$ cat config.mk
export PLATFORM = sky130hd
export DESIGN_NAME = bse_front
export DESIGN_NICKNAME = d
export VERILOG_FILES = /design/src/bse_pkg.sv /design/src/bse_front.sv
export SDC_FILE = /design/constraint.sdc
export NUM_CORES = 2
export LEC_CHECK = 0
export ABC_AREA = 1
export ABC_CLOCK_PERIOD_IN_PS = 4300
export BUFFER_PORTS_ARGS = -buffer_cell sky130_fd_sc_hd__buf_4
export CORE_AREA = 2 2 236 238
export CTS_CLUSTER_DIAMETER = 60
export DETAILED_ROUTE_END_ITERATION = 8
export DIE_AREA = 0 0 238 240
export GPL_ROUTABILITY_DRIVEN = 0
export MAX_ROUTING_LAYER = met4
export PLACE_DENSITY = 0.77
export SLEW_MARGIN = 20
export SYNTH_ARGS = -nofsm -noshare
export SYNTH_HDL_FRONTEND = slang
export SYNTH_SLANG_ARGS = --single-unit
$ cat constraint.sdc
create_clock -name clk -period 4.3 [get_ports clk]
set_input_delay 0.215 -clock clk [delete_from_list [all_inputs] [get_ports clk]]
set_output_delay 0.215 -clock clk [all_outputs]
set_load 0.005 [all_outputs]
$ cat src/bse_pkg.sv
// shared types, constants and helpers of the burning ship escape-time block
`timescale 1ns / 1ps

package bse_pkg;

	// default raster size
	localparam int WIDTH_DEF  = 1024;
	localparam int HEIGHT_DEF = 1024;

	// field widths
	localparam int PIX_W   = 10;
	localparam int ITER_W  = 12;
	localparam int CLS_W   = 2;
	localparam int COORD_W = 32;
	localparam int PROD_W  = 2 * COORD_W;
	localparam int SAT_IN_W = 48;

	// q8.24 format
	localparam int Q_FRAC = 24;
	localparam int HALF_Q = 1 << (Q_FRAC - 1);
	localparam logic [PROD_W-1:0] ESC_BOUND = PROD_W'(16) << (2 * Q_FRAC);

	// queue between the parts
	localparam int QUEUE_DEPTH = 2;

	// configuration register indexes
	localparam int CFG_ADDR_W = 2;
	localparam logic [CFG_ADDR_W-1:0] REG_INV_SCALE = 2'd0;
	localparam logic [CFG_ADDR_W-1:0] REG_SHIFT_RE  = 2'd1;
	localparam logic [CFG_ADDR_W-1:0] REG_SHIFT_IM  = 2'd2;
	localparam logic [CFG_ADDR_W-1:0] REG_MAX_ITER  = 2'd3;

	// register reset values
	localparam logic [COORD_W-1:0] INV_SCALE_RST = 32'd83886;
	localparam logic [ITER_W-1:0]  MAX_ITER_RST  = 12'd100;

	// pixel classes
	localparam logic [CLS_W-1:0] CLS_INTERIOR = 2'd0;
	localparam logic [CLS_W-1:0] CLS_ESC_NOW  = 2'd1;
	localparam logic [CLS_W-1:0] CLS_ESC_LATE = 2'd2;

	// item from the mapping front to the iteration engine
	typedef struct packed {
		logic [PIX_W-1:0]          px;
		logic [PIX_W-1:0]          py;
		logic signed [COORD_W-1:0] cr;
		logic signed [COORD_W-1:0] ci;
	} map_item_t;

	// finished result
	typedef struct packed {
		logic [PIX_W-1:0]  px;
		logic [PIX_W-1:0]  py;
		logic [ITER_W-1:0] count;
		logic [CLS_W-1:0]  cls;
	} res_item_t;

	// clamp a wide signed sum to the q8.24 range
	function automatic logic signed [COORD_W-1:0] sat_coord(
		input logic signed [SAT_IN_W-1:0] v
	);
		logic [SAT_IN_W-COORD_W:0] hi;
		hi = v[SAT_IN_W-1:COORD_W-1];
		if ((&hi) || !(|hi)) begin
			return v[COORD_W-1:0];
		end else if (v[SAT_IN_W-1]) begin
			return {1'b1, {(COORD_W-1){1'b0}}};
		end else begin
			return {1'b0, {(COORD_W-1){1'b1}}};
		end
	endfunction

endpackage

$ cat src/bse_front.sv
// input stage: takes pixels and maps them to the point c
`timescale 1ns / 1ps

module bse_front #(
	parameter int WIDTH  = bse_pkg::WIDTH_DEF,
	parameter int HEIGHT = bse_pkg::HEIGHT_DEF
) (
	input  logic                                 clk,
	input  logic                                 arst_n,
	input  logic                                 push,
	output logic                                 full,
	input  logic [bse_pkg::PIX_W-1:0]            pixel_x,
	input  logic [bse_pkg::PIX_W-1:0]            pixel_y,
	input  logic [bse_pkg::COORD_W-1:0]          inv_scale,
	input  logic signed [bse_pkg::COORD_W-1:0]   shift_real,
	input  logic signed [bse_pkg::COORD_W-1:0]   shift_imag,
	input  logic                                 q_full,
	output logic                                 q_push,
	output bse_pkg::map_item_t                   q_item
);

	localparam int LOG_X  = $clog2(WIDTH);
	localparam int LOG_Y  = $clog2(HEIGHT);
	localparam int OFFX_W = ((LOG_X > bse_pkg::PIX_W) ? LOG_X : bse_pkg::PIX_W) + 1;
	localparam int OFFY_W = ((LOG_Y > bse_pkg::PIX_W) ? LOG_Y : bse_pkg::PIX_W) + 1;
	localparam int HALF_X = WIDTH / 2;
	localparam int HALF_Y = HEIGHT / 2;
	localparam int SW     = bse_pkg::SAT_IN_W;

	logic signed [OFFX_W-1:0]               off_x;
	logic signed [OFFY_W-1:0]               off_y;
	logic signed [bse_pkg::COORD_W:0]       scale_s;
	logic signed [OFFX_W+bse_pkg::COORD_W:0] prod_x;
	logic signed [OFFY_W+bse_pkg::COORD_W:0] prod_y;
	logic signed [SW-1:0]                   sum_x;
	logic signed [SW-1:0]                   sum_y;
	logic                                   accept;
	logic                                   v_s1;
	bse_pkg::map_item_t                     item_s1;

	// centred offsets times the reciprocal zoom
	assign off_x   = $signed({{(OFFX_W-bse_pkg::PIX_W){1'b0}}, pixel_x}) - $signed(OFFX_W'(HALF_X));
	assign off_y   = $signed({{(OFFY_W-bse_pkg::PIX_W){1'b0}}, pixel_y}) - $signed(OFFY_W'(HALF_Y));
	assign scale_s = $signed({1'b0, inv_scale});
	assign prod_x  = off_x * scale_s;
	assign prod_y  = off_y * scale_s;
	assign sum_x   = SW'(prod_x) + SW'(shift_real) - SW'(bse_pkg::HALF_Q);
	assign sum_y   = SW'(prod_y) + SW'(shift_imag) - SW'(bse_pkg::HALF_Q);

	assign full   = v_s1 && q_full;
	assign accept = push && !full;
	assign q_push = v_s1 && !q_full;
	assign q_item = item_s1;

	always_ff @(posedge clk) begin
		if (accept) begin
			item_s1.px <= pixel_x;
			item_s1.py <= pixel_y;
			item_s1.cr <= bse_pkg::sat_coord(sum_x);
			item_s1.ci <= bse_pkg::sat_coord(sum_y);
		end
	end

	always_ff @(posedge clk or negedge arst_n) begin
		if (!arst_n) begin
			v_s1 <= 1'b0;
		end else if (accept) begin
			v_s1 <= 1'b1;
		end else if (q_push) begin
			v_s1 <= 1'b0;
		end
	end

endmodule

==> summary.txt <==
Floorplanning
  • Die span in y: 240 µm
  • Core area: 54700 µm²
  • I/O pins: 206
  • Initial Util: 0.572
  • Die Wd: about 240 µm
  • Die ar.: approximately 57000 µm²
  • Row count: 86

Clock tree
  • CTS Buf Count: 9
  • CTS root buf: clkbuf_16
  • CTS tree: yes
  • CTS max path bufs: 2
  • Reg clk slew, reported paths: ~0.080 ns
  • Worst-Skew Late Latency: 0.40 ns
  • CTS sink count: 85
  • H-tree levels: 3

Worst setup path
  • Required time of the critical path: 4.40 ns
  • R2r setup slk: 2.74 ns
  • Worst Setup Path Type: input port to register
  • R2R depth: 4
  • CP Launch Point: pixel_x[4]
  • Critical path fanouts, max: 11
  • Critical R2R Capture: q_item[63]
  • Setup crit end: q_item[32]
  • CP Capture Type: register
  • Critical Path AT: 5.83 ns
  • Startpoint types: input port
  • R2R Path Start: v_s1

Synth
  • Mean post-synth cell area: 7.37 µm²
  • Post-synthesis sequential area ratio: 0.0814
  • Mapped Area: approximately 31000 µm²
  • Synth warn: 0
  • Yosys reg bits: 85
  • Cell taking the most area after synthesis: fa_1
  • Synth unique cells: 39
  • Synth top area share: 0.402
  • Gate Count Post-Synth: approximately 4200
  • Top post-synthesis cells by area: fa_1 40%, nand2_1 17%, inv_1 15%

Global routing
  • First-pass GRT wire length: between 150000 and 200000 µm
  • Largest net degree at the start of global routing: 44
  • Tot GR Track Use: 0.369
  • GRT overflow: 0
  • Initial antenna violation count: 2
  • Via count of the first global-routing pass: between 30000 and 40000

Timing
  • Worst-margin pin slew: 0.673 ns
  • Worst setup margin: -1.43 ns
  • Fin crit share: 1.33
  • Fin Hold WS: approximately 0.034 ns
  • Setup TNS: -69.94 ns
  • Worst relative slew slack: 0.552
  • RSZ-0062 raised after global routing: yes
  • # setup viols final: 64
  • Tmin final: about 5.7 ns
  • Fmax: approximately 0.17 GHz
  • Hold Vio Cnt, Final: 0
  • Clock Skew: roughly 0.016 ns
  • Max-slew violation count: 0

Status
  • Status: finished, violations left
  • Failing checks: setup timing

Placed design
  • Post-DP HPWL: between 70000 and 80000 µm
  • PortBufs: a little over 200

Drt
  • Via/cell ratio: roughly 5.6
  • TritonRoute pass-1 iters: 8
  • Initial detailed-routing violation count: between 2000 and 3000
  • Antenna viol nets, final: 0
  • Routed WL: around 110000 µm
  • Vias: about 31000
  • Post-route DRC violation count: 0
  • Average wire per standard cell: around 20 µm

Finish
  • Most common cell after layout, fill and taps aside: inv_1
  • Multi-input logic area: about 27000 µm²
  • Fin nets: ~5800
  • Area Overhead vs Synth: 32.7%
  • Sequential Area: 2550 µm²
  • Number of fillers in the final layout: roughly 3400
  • Commonest non-fill, non-tap cells in the layout: 1149 x inv_1, 1110 x nand2_1, 582 x fa_1, 528 x buf_4, 231 x nand2_2
  • Layout cells sized above 1: 0.285

Min path
  • Hold Crit Class: input port to register

Flow run
  • Max cap viols: 0
## worst max-delay path: stages
cell and delay [ns]:
buf_16 0.15, buf_6 0.13, nand2_1 0.07, fa_1 0.51, fa_1 0.42, fa_1 0.49
inv_1 0.06, fa_1 0.53, inv_1 0.06, fa_2 0.58, inv_2 0.07, ha_4 0.31
nand2_1 0.13, nor2_2 0.16, nand3_1 0.12, nand2_2 0.13, nand2_1 0.06, nand2_1 0.11
nand3b_1 0.26, nand3_1 0.17, nand2_1 0.09, nor2_1 0.13, nand2_1 0.06, nor2_1 0.12
nand2_2 0.11, nand3_4 0.20, buf_16 0.16, nand2_1 0.18
## routing by layer
layer | routed length [µm] | part of all wire | vias to the layer above | global-route usage
met2 | 53100 | 0.48 | 2089 | 0.625
met5 | 0 | 0 | - | -
met1 | 36800 | 0.33 | 14700 | 0.431
li1 | - | - | 13100 | -
met3 | 12600 | 0.11 | 664 | 0.0731
met4 | 7510 | 0.068 | 0 | 0.155
## layout make-up
cell class,instances,share of cell area
Clock buffer,9,0.00543
Sequential cell,85,0.0614
Tap cell,704,0.0212
Multi-Input combinational cell,2798,0.642
Timing Repair Buffer,649,0.156
Clock inverter,7,0.00250
Antenna cell,1,0.0000603
Inverter,1227,0.111
## sequential cells by signal (all words and copies together) (netlist names)
signal / count
q_item: 84
v_s1: 1
## synth_stat cells
cell and count:
o21ai_0 18, o21a_1 4, nor3_1 4, dfrtp_1 1, nand3b_1 6, buf_1 7
edfxtp_1 84, nand2_1 1383, nand2b_1 1, nor4_1 1, ha_1 232, xnor2_1 7
nand3_2 9, nand2_4 2, or2_1 2, o21bai_1 10, a21o_1 2, buf_6 12
a21oi_1 69, nor2_2 8, a21boi_2 1, nand3_1 95, clkbuf_1 125, a31oi_1 3
xor2_1 45, o21ai_1 1, a21oi_2 1, inv_2 1, nand2_2 18, a21boi_0 2
inv_1 1226, nor2_4 1, and2_1 2, nor2_1 222, fa_1 628, nand4_1 5
nand3b_2 2, or2_2 1, conb_1 2
## what timing repair did
item	CTS	global route
gates cloned	26	10
endpoints found under the setup margin	64	64
pin swaps	187	239
hold buffers	1	0
endpoints found under the hold margin	1	0
setup buffers	48	26
resized for setup	504	360
## logic make-up after synthesis
kind of cell	Yosys count	synth area share
adders and majority gates	860	0.495
xor gates and xnor gates	52	0.0146
other	2	0.000240
and+or+nand+nor	1762	0.222
DFF	85	0.0814
buffers and inverters	1371	0.167
AOI/OAI and AO/OA	111	0.0196
## metrics by stage
stage / cell area [µm²] / util / worst slack, ns / instances
2_1_floorplan: 32500 / - / -0.717 / 4247
3_3_place_gp: 36700 / 0.672 / -1.47 / 5359
3_5_place_dp: 36700 / 0.672 / -1.59 / 5359
4_1_cts: 39900 / 0.730 / -0.782 / 5448
5_1_grt: 41500 / 0.759 / -1.58 / 5480
6_report: 41500 / 0.759 / -1.43 / 5480
## worst min-delay path by stage
stage                     slack (ns)    to    from  depth (start not counted)
after floorplan                -0.08  v_s1  arst_n                          0
after global placement        -0.009  v_s1  arst_n                          1
after detailed placement      -0.009  v_s1  arst_n                          1
after CTS                       0.03  v_s1  q_full                          3
after global routing            0.07  v_s1    push                          3
final                           0.03  v_s1  q_full                          3
Power is left out: the tool's default activity adds up to more than one toggle a clock period on the data nets, which glitch-free logic cannot reach.
