**config.mk**
```make
export PLATFORM = sky130hd
export DESIGN_NAME = bse_queue
export DESIGN_NICKNAME = d
export VERILOG_FILES = /design/src/bse_pkg.sv /design/src/bse_queue.sv
export SDC_FILE = /design/constraint.sdc
export NUM_CORES = 1
export LEC_CHECK = 0
export BUFFER_PORTS_ARGS = -buffer_cell sky130_fd_sc_hd__buf_4
export CAP_MARGIN = 20
export CORE_MARGIN = 2
export CORE_UTILIZATION = 40
export CTS_BUF_LIST = sky130_fd_sc_hd__clkbuf_16
export CTS_CLUSTER_DIAMETER = 100
export DETAILED_ROUTE_END_ITERATION = 10
export GPL_TIMING_DRIVEN = 0
export RECOVER_POWER = 50
export SLEW_MARGIN = 20
export SYNTH_ARGS = -nofsm -noshare
export SYNTH_HDL_FRONTEND = slang
export SYNTH_SLANG_ARGS = --single-unit
```
**constraint.sdc**
```tcl
create_clock -name clk -period 3.7 [get_ports clk]
set_input_delay 0.925 -clock clk [delete_from_list [all_inputs] [get_ports clk]]
set_output_delay 0.925 -clock clk [all_outputs]
set_load 0.05 [all_outputs]
```
**src/bse_pkg.sv**
```systemverilog
// shared types, constants and helpers of the burning ship escape-time block
`timescale 1ns / 1ps

package bse_pkg;

	// default raster size
	localparam int WIDTH_DEF  = 1024;
	localparam int HEIGHT_DEF = 1024;

	// field widths
	localparam int PIX_W   = 10;
	localparam int ITER_W  = 12;
	localparam int CLS_W   = 2;
	localparam int COORD_W = 32;
	localparam int PROD_W  = 2 * COORD_W;
	localparam int SAT_IN_W = 48;

	// q8.24 format
	localparam int Q_FRAC = 24;
	localparam int HALF_Q = 1 << (Q_FRAC - 1);
	localparam logic [PROD_W-1:0] ESC_BOUND = PROD_W'(16) << (2 * Q_FRAC);

	// queue between the parts
	localparam int QUEUE_DEPTH = 2;

	// configuration register indexes
	localparam int CFG_ADDR_W = 2;
	localparam logic [CFG_ADDR_W-1:0] REG_INV_SCALE = 2'd0;
	localparam logic [CFG_ADDR_W-1:0] REG_SHIFT_RE  = 2'd1;
	localparam logic [CFG_ADDR_W-1:0] REG_SHIFT_IM  = 2'd2;
	localparam logic [CFG_ADDR_W-1:0] REG_MAX_ITER  = 2'd3;

	// register reset values
	localparam logic [COORD_W-1:0] INV_SCALE_RST = 32'd83886;
	localparam logic [ITER_W-1:0]  MAX_ITER_RST  = 12'd100;

	// pixel classes
	localparam logic [CLS_W-1:0] CLS_INTERIOR = 2'd0;
	localparam logic [CLS_W-1:0] CLS_ESC_NOW  = 2'd1;
	localparam logic [CLS_W-1:0] CLS_ESC_LATE = 2'd2;

	// item from the mapping front to the iteration engine
	typedef struct packed {
		logic [PIX_W-1:0]          px;
		logic [PIX_W-1:0]          py;
		logic signed [COORD_W-1:0] cr;
		logic signed [COORD_W-1:0] ci;
	} map_item_t;

	// finished result
	typedef struct packed {
		logic [PIX_W-1:0]  px;
		logic [PIX_W-1:0]  py;
		logic [ITER_W-1:0] count;
		logic [CLS_W-1:0]  cls;
	} res_item_t;

	// clamp a wide signed sum to the q8.24 range
	function automatic logic signed [COORD_W-1:0] sat_coord(
		input logic signed [SAT_IN_W-1:0] v
	);
		logic [SAT_IN_W-COORD_W:0] hi;
		hi = v[SAT_IN_W-1:COORD_W-1];
		if ((&hi) || !(|hi)) begin
			return v[COORD_W-1:0];
		end else if (v[SAT_IN_W-1]) begin
			return {1'b1, {(COORD_W-1){1'b0}}};
		end else begin
			return {1'b0, {(COORD_W-1){1'b1}}};
		end
	endfunction

endpackage

```
**src/bse_queue.sv**
```systemverilog
// small first-in first-out queue of packed items
`timescale 1ns / 1ps

module bse_queue #(
	parameter int W     = 8,
	parameter int DEPTH = bse_pkg::QUEUE_DEPTH
) (
	input  logic         clk,
	input  logic         arst_n,
	input  logic         wr_en,
	input  logic [W-1:0] wr_data,
	output logic         full,
	input  logic         rd_en,
	output logic [W-1:0] rd_data,
	output logic         empty
);

	localparam int PTR_W = (DEPTH > 1) ? $clog2(DEPTH) : 1;
	localparam int CNT_W = $clog2(DEPTH + 1);

	logic [W-1:0]     mem_q [DEPTH];
	logic [PTR_W-1:0] wr_ptr_q;
	logic [PTR_W-1:0] rd_ptr_q;
	logic [CNT_W-1:0] cnt_q;
	logic             do_wr;
	logic             do_rd;

	assign full    = (cnt_q == CNT_W'(DEPTH));
	assign empty   = (cnt_q == '0);
	assign do_wr   = wr_en && !full;
	assign do_rd   = rd_en && !empty;
	assign rd_data = mem_q[rd_ptr_q];

	always_ff @(posedge clk) begin
		if (do_wr) begin
			mem_q[wr_ptr_q] <= wr_data;
		end
	end

	always_ff @(posedge clk or negedge arst_n) begin
		if (!arst_n) begin
			wr_ptr_q <= '0;
			rd_ptr_q <= '0;
			cnt_q    <= '0;
		end else begin
			if (do_wr) begin
				wr_ptr_q <= (wr_ptr_q == PTR_W'(DEPTH - 1)) ? '0 : wr_ptr_q + 1'b1;
			end
			if (do_rd) begin
				rd_ptr_q <= (rd_ptr_q == PTR_W'(DEPTH - 1)) ? '0 : rd_ptr_q + 1'b1;
			end
			if (do_wr && !do_rd) begin
				cnt_q <= cnt_q + 1'b1;
			end else if (do_rd && !do_wr) begin
				cnt_q <= cnt_q - 1'b1;
			end
		end
	end

endmodule

```
==> results of run 1 <==
[logic make-up after synthesis]
logic type	count (synthesis)	share of synthesized area (%)
adders and majority gates	1	1.60
xor gates and xnor gates	5	6.56
muxes	8	11.5
buffers and inverters	3	1.60
and+or+nand+nor	6	3.84
DFF	20	74.2
AOI/OAI and AO/OA	1	0.639
[stage by stage]
stage / total power, mW / setup slack, ps / hold slack, ps / util [%]
after global routing: 1.12 / 1360 / 524 / 60.0
after CTS: 1.08 / 1410 / 462 / 60.4
final: 1.07 / 1430 / 503 / 60.0
after global placement: 0.793 / 1650 / 506 / 54.5
after floorplan: 0.676 / 1710 / 484 / -
after detailed placement: 0.796 / 1650 / 509 / 54.5
[placed cells by master (no fill, tap or decap)]
| cell | n |
|---|---|
| edfxtp_1 | 16 |
| buf_4 | 11 |
| clkbuf_4 | 9 |
| mux2_1 | 6 |
| dfrtp_1 | 4 |
| nor2_1 | 3 |
| clkbuf_16 | 3 |
| mux2_2 | 2 |
| inv_1 | 2 |
| xnor2_1 | 2 |
| xor2_1 | 2 |
| buf_2 | 1 |
| nand2b_1 | 1 |
| nand2_1 | 1 |
| o21ai_0 | 1 |
| and3_1 | 1 |
| xnor2_2 | 1 |
| ha_1 | 1 |
| bufinv_16 | 1 |
| clkbuf_1 | 1 |
[layout make-up]
class | count | area (µm²) | share of cell area, %
Inverter | 2 | 7.51 | 0.702
Buffer | 1 | 5.00 | 0.468
Multi-Input combinational cell | 21 | 186 | 17.4
Sequential cell | 20 | 581 | 54.3
Clock inverter | 1 | 30.0 | 2.81
Timing Repair Buffer | 21 | 154 | 14.4
Clock buffer | 3 | 75.1 | 7.02
Tap cell | 25 | 31.3 | 2.92
[metal layers]
layer / global-route usage, % / share of wire (%) / up-vias / wire (µm)
met5: 0 / 0 / - / 0
met4: 6.49 / 0.36 / 0 / 4
met3: 3.33 / 5.8 / 2 / 64
met2: 18.2 / 49 / 11 / 549
met1: 12.0 / 44 / 200 / 492
li1: - / - / 208 / -
[critical path: cells and delay by family (launching register included)]
family	cells	cell delay, ps
buf+inv	2	420
mux	1	370
flops	1	310
[sequential cells by signal (all words and copies together), names as in the netlist]
signal / count
cnt_q: 2
rd_ptr_q: 1
mem_q: 16
wr_ptr_q: 1
[power by group]
| part | internal (mW) | total [mW] | switching, mW | leakage, nW |
|---|---|---|---|---|
| Sequential | 0.316 | 0.344 | 0.0283 | 0.195 |
| Combinational | 0.150 | 0.438 | 0.288 | 0.195 |
| Clock | 0.214 | 0.286 | 0.0719 | 0.0511 |
| Total | 0.680 | 1.07 | 0.388 | 0.441 |
[final timing paths]
kind / depth (start not counted) / to
min in group clk: 1 / cnt_q[1]
max in group asynchronous: 1 / wr_ptr_q
worst max-delay path: 3 / rd_data[2]
worst min register to register: 1 / cnt_q[1]
worst max register to register: 3 / mem_q[0][7]
worst min-delay path: 1 / cnt_q[1]
==> run_results.csv, run 1 <==
group,metric,value,unit
clock_network,cts_setup_buffers,0,
run_status,status,"finished, final reports clean",
grt,grt_pass1_vias,410,
placed_design,gp_congestion,0.645,
synth,synth_ff_type,"edfxtp_1",
die,die_w,48.2,µm
synth,synth_cell_types,15,
power_and_ir_drop,p_leak,0.441,nW
grt,grt_max_degree,13,
final_layout,final_area,0.00107,mm²
power_and_ir_drop,peakVddDrop,0.514,mV
critical_path,critical-path-max-stage-delay,370,ps
clock_network,clk_latency,250,ps
clock_network,numCtsBuffers,3,
synth,yosysMostFrequentCell,"edfxtp_1",
detailed_routing,ant_nets,0,
synth,synth_top_area_share,61.4,%
run,max_cap_viol_count,0,
synth,synth_area,782,µm²
synth,seq_area_frac_synth,74.2,%
synth,synth_nets,57,
detailed_routing,via_count,421,
sta,fmax,0.440,GHz
die,die_area,0.00232,mm²
critical_path,cp_max_fo,9,
sta,slew_headroom,51.8,%
critical_path,rrSetupSlack,2040,ps
critical_path,endpoint_kind,"primary output",
clock_network,clock_sinks,20,
sta,period_minus_slack,2270,ps
sta,worstMarginPinSlew,721,ps
synth,yosysWarningCount,0,
synth,synth_common_cells,"edfxtp_1, mux2_1, dfrtp_1, nor2_1",
synth,synth.area.top_cells,"edfxtp_1, dfrtp_1, mux2_1, mux2_2, xnor2_1",
die,coreArea,0.00178,mm²
sta,hold_viol,0,
sta,setup_viol_count_final,0,
critical_path,setup.worst_path.start,"rd_ptr_q",
synth,synthesis.instances,44,
placed_design,placedCellCount,90,
final_layout,fillers,141,
die,die_y,48.2,µm
worst_hold_path,min_path_type,"in -> async",
critical_path,arrival,1350,ps
critical_path,start_kind,"flip-flop",
die,num_rows,15,
grt,grt_use_total,10.8,%
clock_network,cts_max_path_buffers,2,
clock_network,cts_tree,"done",
sta,fin_worst_skew,1.34,ps
grt,overflow,0,
critical_path,critical_path_class,"reg -> out",
detailed_routing,drt-total-wl,1110,µm
placed_design,dpl_cell_area,971,µm²
synth,async_reset_ff_share,20.0,%
sta,final.period_utilization,61.4,%
final_layout,area_delta_synth_final,36.8,%
power_and_ir_drop,power.density,998,mW/mm²
detailed_routing,drtIter0Drc,6,
synth,avgSynthCellArea,17.8,µm²
sta,rsz0062_at_grt,"false",
clock_network,h-tree-depth,1,
detailed_routing,drt_first_pass_iters,2,
clock_network,root_buffer,"clkbuf_16",
placed_design,place.detailed.hpwl,824,µm
die,start_util,43.9,%
synth,synth_top_area_cell,"edfxtp_1",
placed_design,numPortBuffers,21,
die,ioPinCount,22,
critical_path,slowest_stage,"mux2_2",
synth,synth_seq_cells,20,
sta,fin_tns_setup,0,ps
clock_network,clkTransAtPathRegs,50,ps
critical_path,reg2reg_from,"cnt_q[0]",
final_layout,diodes,0,
clock_network,ctsHoldBuffers,0,
critical_path,crit_chain,"buf_2 -> mux2_2 -> buf_4",
final_layout,fin_cells,94,
final_layout,nets,83,
clock_network,ctsResizeCount,0,
detailed_routing,drc,0,
synth,synth_edf_count,16,
grt,antenna_found_initial,0,
critical_path,crit_required,2770,ps
detailed_routing,wl_per_cell,11.8,µm
grt,grt_pass1_wl,1630,µm
final_layout,drive_gt1_share,40.6,%
sta,drv_slew,0,
detailed_routing,vias_per_cell,4.48,
No activity file was read; power rests on OpenSTA's default activity.
==> inputs of run 2 (changes only) <==
PLACE_DENSITY = 0.66   (was not set)
clock period = 2.05 ns   (was 3.7 ns; I/O delays follow)
==> run 2 against run 1 <==
Via count increased by 3.1%. Sequential share of layout area grew 1.8 points. Clock power grew 36%. Non-clock buffer count did not move. Final cell count stayed put. Utilization down 1.9 points. Critical path type unchanged. Largest cell class unchanged.
==> run_results.csv, run 2 (synthesis results as in run 1) <==
group,metric,value,unit
grt,overflow,0,
sta,fin_worst_skew,4.68,ps
grt,grt_pass1_vias,395,
detailed_routing,wl_per_cell,12.1,µm
final_layout,diodes,0,
power_and_ir_drop,peakVddDrop,0.892,mV
grt,grt_use_total,11.7,%
critical_path,start_kind,"flip-flop",
die,start_util,43.9,%
clock_network,cts_setup_buffers,0,
grt,antenna_found_initial,0,
power_and_ir_drop,power.density,1740,mW/mm²
detailed_routing,drt_first_pass_iters,4,
critical_path,reg2regPathDepth,3,
sta,slew_headroom,54.7,%
final_layout,reg.largest.list,"mem_q (16), cnt_q (2)",
die,die_w,48.2,µm
final_layout,drive_gt1_share,36.2,%
final_layout,final_cell_mix,"edfxtp_1, buf_4, mux2_1, clkbuf_4, dfrtp_1",
final_layout,fillers,158,
placed_design,place.detailed.hpwl,791,µm
sta,period_minus_slack,1850,ps
power_and_ir_drop,total_power,1.80,mW
detailed_routing,drt-total-wl,1140,µm
sta,worstMarginPinSlew,677,ps
critical_path,crit_family,"buffers and inverters",
detailed_routing,vias_per_cell,4.62,
clock_network,numCtsBuffers,3,
die,ioPinCount,22,
power_and_ir_drop,p_leak,0.422,nW
die,die_y,48.2,µm
placed_design,gp_congestion,0.703,
placed_design,numPortBuffers,21,
die,coreArea,0.00178,mm²
clock_network,h-tree-depth,1,
critical_path,arrival,1340,ps
run,max_cap_viol_count,0,
final_layout,nets,83,
die,die_area,0.00232,mm²
critical_path,cp_max_fo,9,
detailed_routing,drc,0,
sta,hold_viol,0,
detailed_routing,ant_nets,0,
critical_path,slowest_stage,"mux2_2",
critical_path,path_depth,3,
sta,setup_viol_count_final,0,
critical_path,crit_required,1540,ps
clock_network,clock_sinks,20,
clock_network,ctsHoldBuffers,0,
critical_path,critical_path_class,"reg -> out",
final_layout,area_delta_synth_final,32.5,%
critical_path,critical-path-max-stage-delay,360,ps
clock_network,root_buffer,"clkbuf_16",
sta,drv_slew,0,
worst_hold_path,min_path_type,"in -> async",
sta,rsz0062_at_grt,"false",
sta,fin_tns_setup,0,ps
clock_network,cts_tree,"done",
grt,grt_max_degree,12,
sta,final.period_utilization,90.4,%
critical_path,endpoint_kind,"primary output",
clock_network,cts_max_path_buffers,2,
detailed_routing,drtIter0Drc,2,
sta,fmax,0.539,GHz
die,num_rows,15,
sta,holdWs,88.6,ps
final_layout,final_common_cell,"edfxtp_1",
final_layout,largest_register_ff_count,16,
critical_path,crit_chain,"buf_2 -> mux2_2 -> buf_4",
clock_network,clkTransAtPathRegs,50,ps
final_layout,regMostFlops,"mem_q",
critical_path,path_buf_inv,2,
grt,grt_pass1_wl,1700,µm
clock_network,clk_latency,250,ps
run_status,status,"finished, final reports clean",
detailed_routing,via_count,434,
clock_network,ctsResizeCount,0,
run 2: cell count changes in the layout (fill, tap and decap cells not counted), sizes merged:
cell,change
bufinv,-1
clkbuf,-1
clkinv,+1
buf,+1
run 2: path summary, 6_finish.rpt:
kind	startpoint	end	slack, ps
setup / recovery	rd_ptr_q	rd_data[2]	200
hold / removal	arst_n	wr_ptr_q	90
setup reg to reg	cnt_q[0]	mem_q[0][1]	420
hold reg to reg	wr_ptr_q	wr_ptr_q	520
max in group asynchronous	arst_n	cnt_q[1]	1770
min in group clk	wr_data[4]	mem_q[1][4]	470
run 2: where the power goes:
part	internal, mW	switching, mW	leakage [nW]
clock network	0.259	0.129	0.0385
logic	0.270	0.516	0.188
registers	0.570	0.0544	0.195
total	1.10	0.699	0.422
run 2: through the flow:
stage / util [%] / setup slack (ps) / std cells / cell area (µm²)
5_1_grt: 58.1 / 118 / 94 / 1040
4_1_cts: 58.9 / 173 / 94 / 1050
2_1_floorplan: - / 470 / 44 / 782
6_report: 58.1 / 196 / 94 / 1040
3_3_place_gp: 54.5 / 433 / 90 / 971
3_5_place_dp: 54.5 / 386 / 90 / 971
run 2: area by class of cell:
cell class | count | area (µm²) | share of cell area [%]
timing repair buffer | 21 | 146 | 14.1
tap | 25 | 31.3 | 3.02
inverter | 2 | 7.51 | 0.725
buffer | 1 | 5.00 | 0.483
sequential | 20 | 581 | 56.0
clock buffer | 3 | 75.1 | 7.25
clock inverter | 1 | 3.75 | 0.362
multi-input combinational | 21 | 186 | 18.0
run 2: metal layers:
layer / part of all wire, % / wire, µm / up-vias / GRT usage [%]
li1: - / - / 208 / -
met1: 43 / 492 / 212 / 13.4
met2: 50 / 572 / 12 / 18.2
met3: 4.7 / 54 / 2 / 4.44
met4: 1.5 / 17 / 0 / 8.11
met5: 0 / 0 / - / 0
==> inputs of run 3 (changes only) <==
BUFFER_PORTS_ARGS = not set   (was -buffer_cell sky130_fd_sc_hd__buf_4)
DONT_BUFFER_PORTS = 1   (was not set)
MAX_ROUTING_LAYER = met4   (was not set)
PLACE_DENSITY = not set   (was 0.66)
==> run 3 against run 2 <==
Die area unchanged. Cell area decreased by 11%. Flip-flop and latch count is the same. First-iteration DRC count unchanged. Highest routed layer unchanged. Utilization down 6.2 points. Non-clock buffer count decreased by 20. Largest cell class unchanged. Sequential share of layout area is 6.7 points higher.
==> run_results.csv, run 3 (synthesis results as in run 1) <==
group,metric,value,unit
run_status,status,"finished, final reports clean",
critical_path,crit_chain,"nor2_1",
final_layout,final_cell_mix,"edfxtp_1, mux2_1, dfrtp_1",
sta,fin_tns_setup,0,ps
critical_path,critical_path_class,"reg -> out",
critical_path,critical-path-max-stage-delay,690,ps
detailed_routing,drt_first_pass_iters,3,
critical_path,path_depth,1,
grt,overflow,0,
final_layout,area_delta_synth_final,18.4,%
grt,grt_max_degree,13,
critical_path,path_buf_inv,0,
placed_design,place.detailed.hpwl,928,µm
detailed_routing,drt-total-wl,1210,µm
detailed_routing,vias_per_cell,4.89,
sta,worstMarginPinSlew,881,ps
die,die_area,0.00232,mm²
die,die_w,48.2,µm
clock_network,clk_latency,250,ps
critical_path,crit_required,1540,ps
clock_network,cts_tree,"done",
critical_path,r2r_end,"mem_q[0][1]",
clock_network,h-tree-depth,1,
critical_path,reg2reg_from,"cnt_q[0]",
clock_network,cts_max_path_buffers,2,
critical_path,crit_family,"simple AND/OR/NAND/NOR gates",
sta,holdWs,360,ps
sta,drv_slew,0,
sta,rsz0062_at_grt,"false",
worst_hold_path,whs_path_depth,0,
clock_network,cts_setup_buffers,0,
final_layout,drive_gt1_share,16.3,%
critical_path,rrSetupSlack,360,ps
die,start_util,43.9,%
clock_network,ctsHoldBuffers,1,
final_layout,reg.largest.list,"mem_q (16), cnt_q (2)",
detailed_routing,wl_per_cell,16.3,µm
critical_path,cp_max_fo,5,
sta,final.period_utilization,92.0,%
detailed_routing,drc,0,
die,num_rows,15,
final_layout,final_common_cell,"edfxtp_1",
clock_network,ctsResizeCount,0,
die,coreArea,0.00178,mm²
worst_hold_path,hold_start,"wr_data[4]",
placed_design,numPortBuffers,0,
clock_network,clkTransAtPathRegs,50,ps
sta,setup_viol_count_final,0,
die,die_y,48.2,µm
sta,fin_worst_skew,2.40,ps
final_layout,largest_register_ff_count,16,
grt,antenna_found_initial,0,
grt,grt_pass1_vias,399,
worst_hold_path,min_path_type,"in -> reg",
clock_network,clock_sinks,20,
sta,fmax,0.530,GHz
clock_network,numCtsBuffers,3,
critical_path,start_kind,"flip-flop",
grt,grt_use_total,12.8,%
die,ioPinCount,22,
detailed_routing,drtIter0Drc,2,
sta,period_minus_slack,1890,ps
clock_network,root_buffer,"clkbuf_16",
final_layout,diodes,0,
detailed_routing,ant_nets,0,
sta,slew_headroom,41.1,%
critical_path,reg2regPathDepth,3,
sta,hold_viol,0,
placed_design,gp_congestion,0.615,
critical_path,slowest_stage,"nor2_1",
final_layout,regMostFlops,"mem_q",
detailed_routing,via_count,362,
final_layout,nets,63,
worst_hold_path,min_to,"mem_q[0][4]",
critical_path,endpoint_kind,"primary output",
run,max_cap_viol_count,0,
grt,grt_pass1_wl,1840,µm
critical_path,arrival,1370,ps
[run 3: changes by cell type in the layout (fill, tap and decap cells not counted)]
| cell | delta |
|---|---|
| buf_4 | -12 |
| bufinv_16 | +1 |
| clkbuf_1 | -3 |
| clkbuf_4 | -6 |
| clkinv_1 | -1 |
| dlygate4sd3_1 | +1 |
[run 3: worst register-to-register path, cell delays in order (launching register included)]
cell	delay (ps)
dfrtp_1	430
nand2b_1	190
nand2_1	140
nor2_1	550
[run 3: worst max path at each step]
stage | to | startpoint
finish | empty | cnt_q[0]
global route | empty | cnt_q[0]
CTS | empty | cnt_q[0]
detailed placement | mem_q[0][0] | cnt_q[0]
global placement | empty | cnt_q[0]
floorplan | empty | cnt_q[0]
[run 3: through the flow]
step,instances,instance area (µm²),util (%),setup slack [ps]
after floorplan,44,782,-,470
after global placement,69,813,45.6,442
after detailed placement,69,813,45.6,370
after CTS,74,928,52.1,156
after global routing,74,926,51.9,126
final,74,926,51.9,164
[run 3: area by class of cell]
type	instances	area [µm²]
clock buffers	3	75.1
flip-flops and latches	20	581
inverters	2	7.51
multi-input cells	21	186
well taps	25	31.3
clock inverters	1	30.0
plain buffers	1	5.00
fillers	147	857
repair buffers	1	10.0
[run 3: layer usage]
| metal | vias to the layer above | wire [µm] | global-route usage (%) | share of wire, % |
|---|---|---|---|---|
| li1 | 165 | - | - | - |
| met1 | 184 | 436 | 10.9 | 36 |
| met2 | 11 | 698 | 24.2 | 58 |
| met3 | 2 | 61 | 2.59 | 5.1 |
| met4 | 0 | 10 | 8.11 | 0.83 |
| met5 | - | 0 | - | 0 |
Power of run 3 is left out: the tool's default activity adds up to more than one toggle a clock period on the data nets, which glitch-free logic cannot reach.
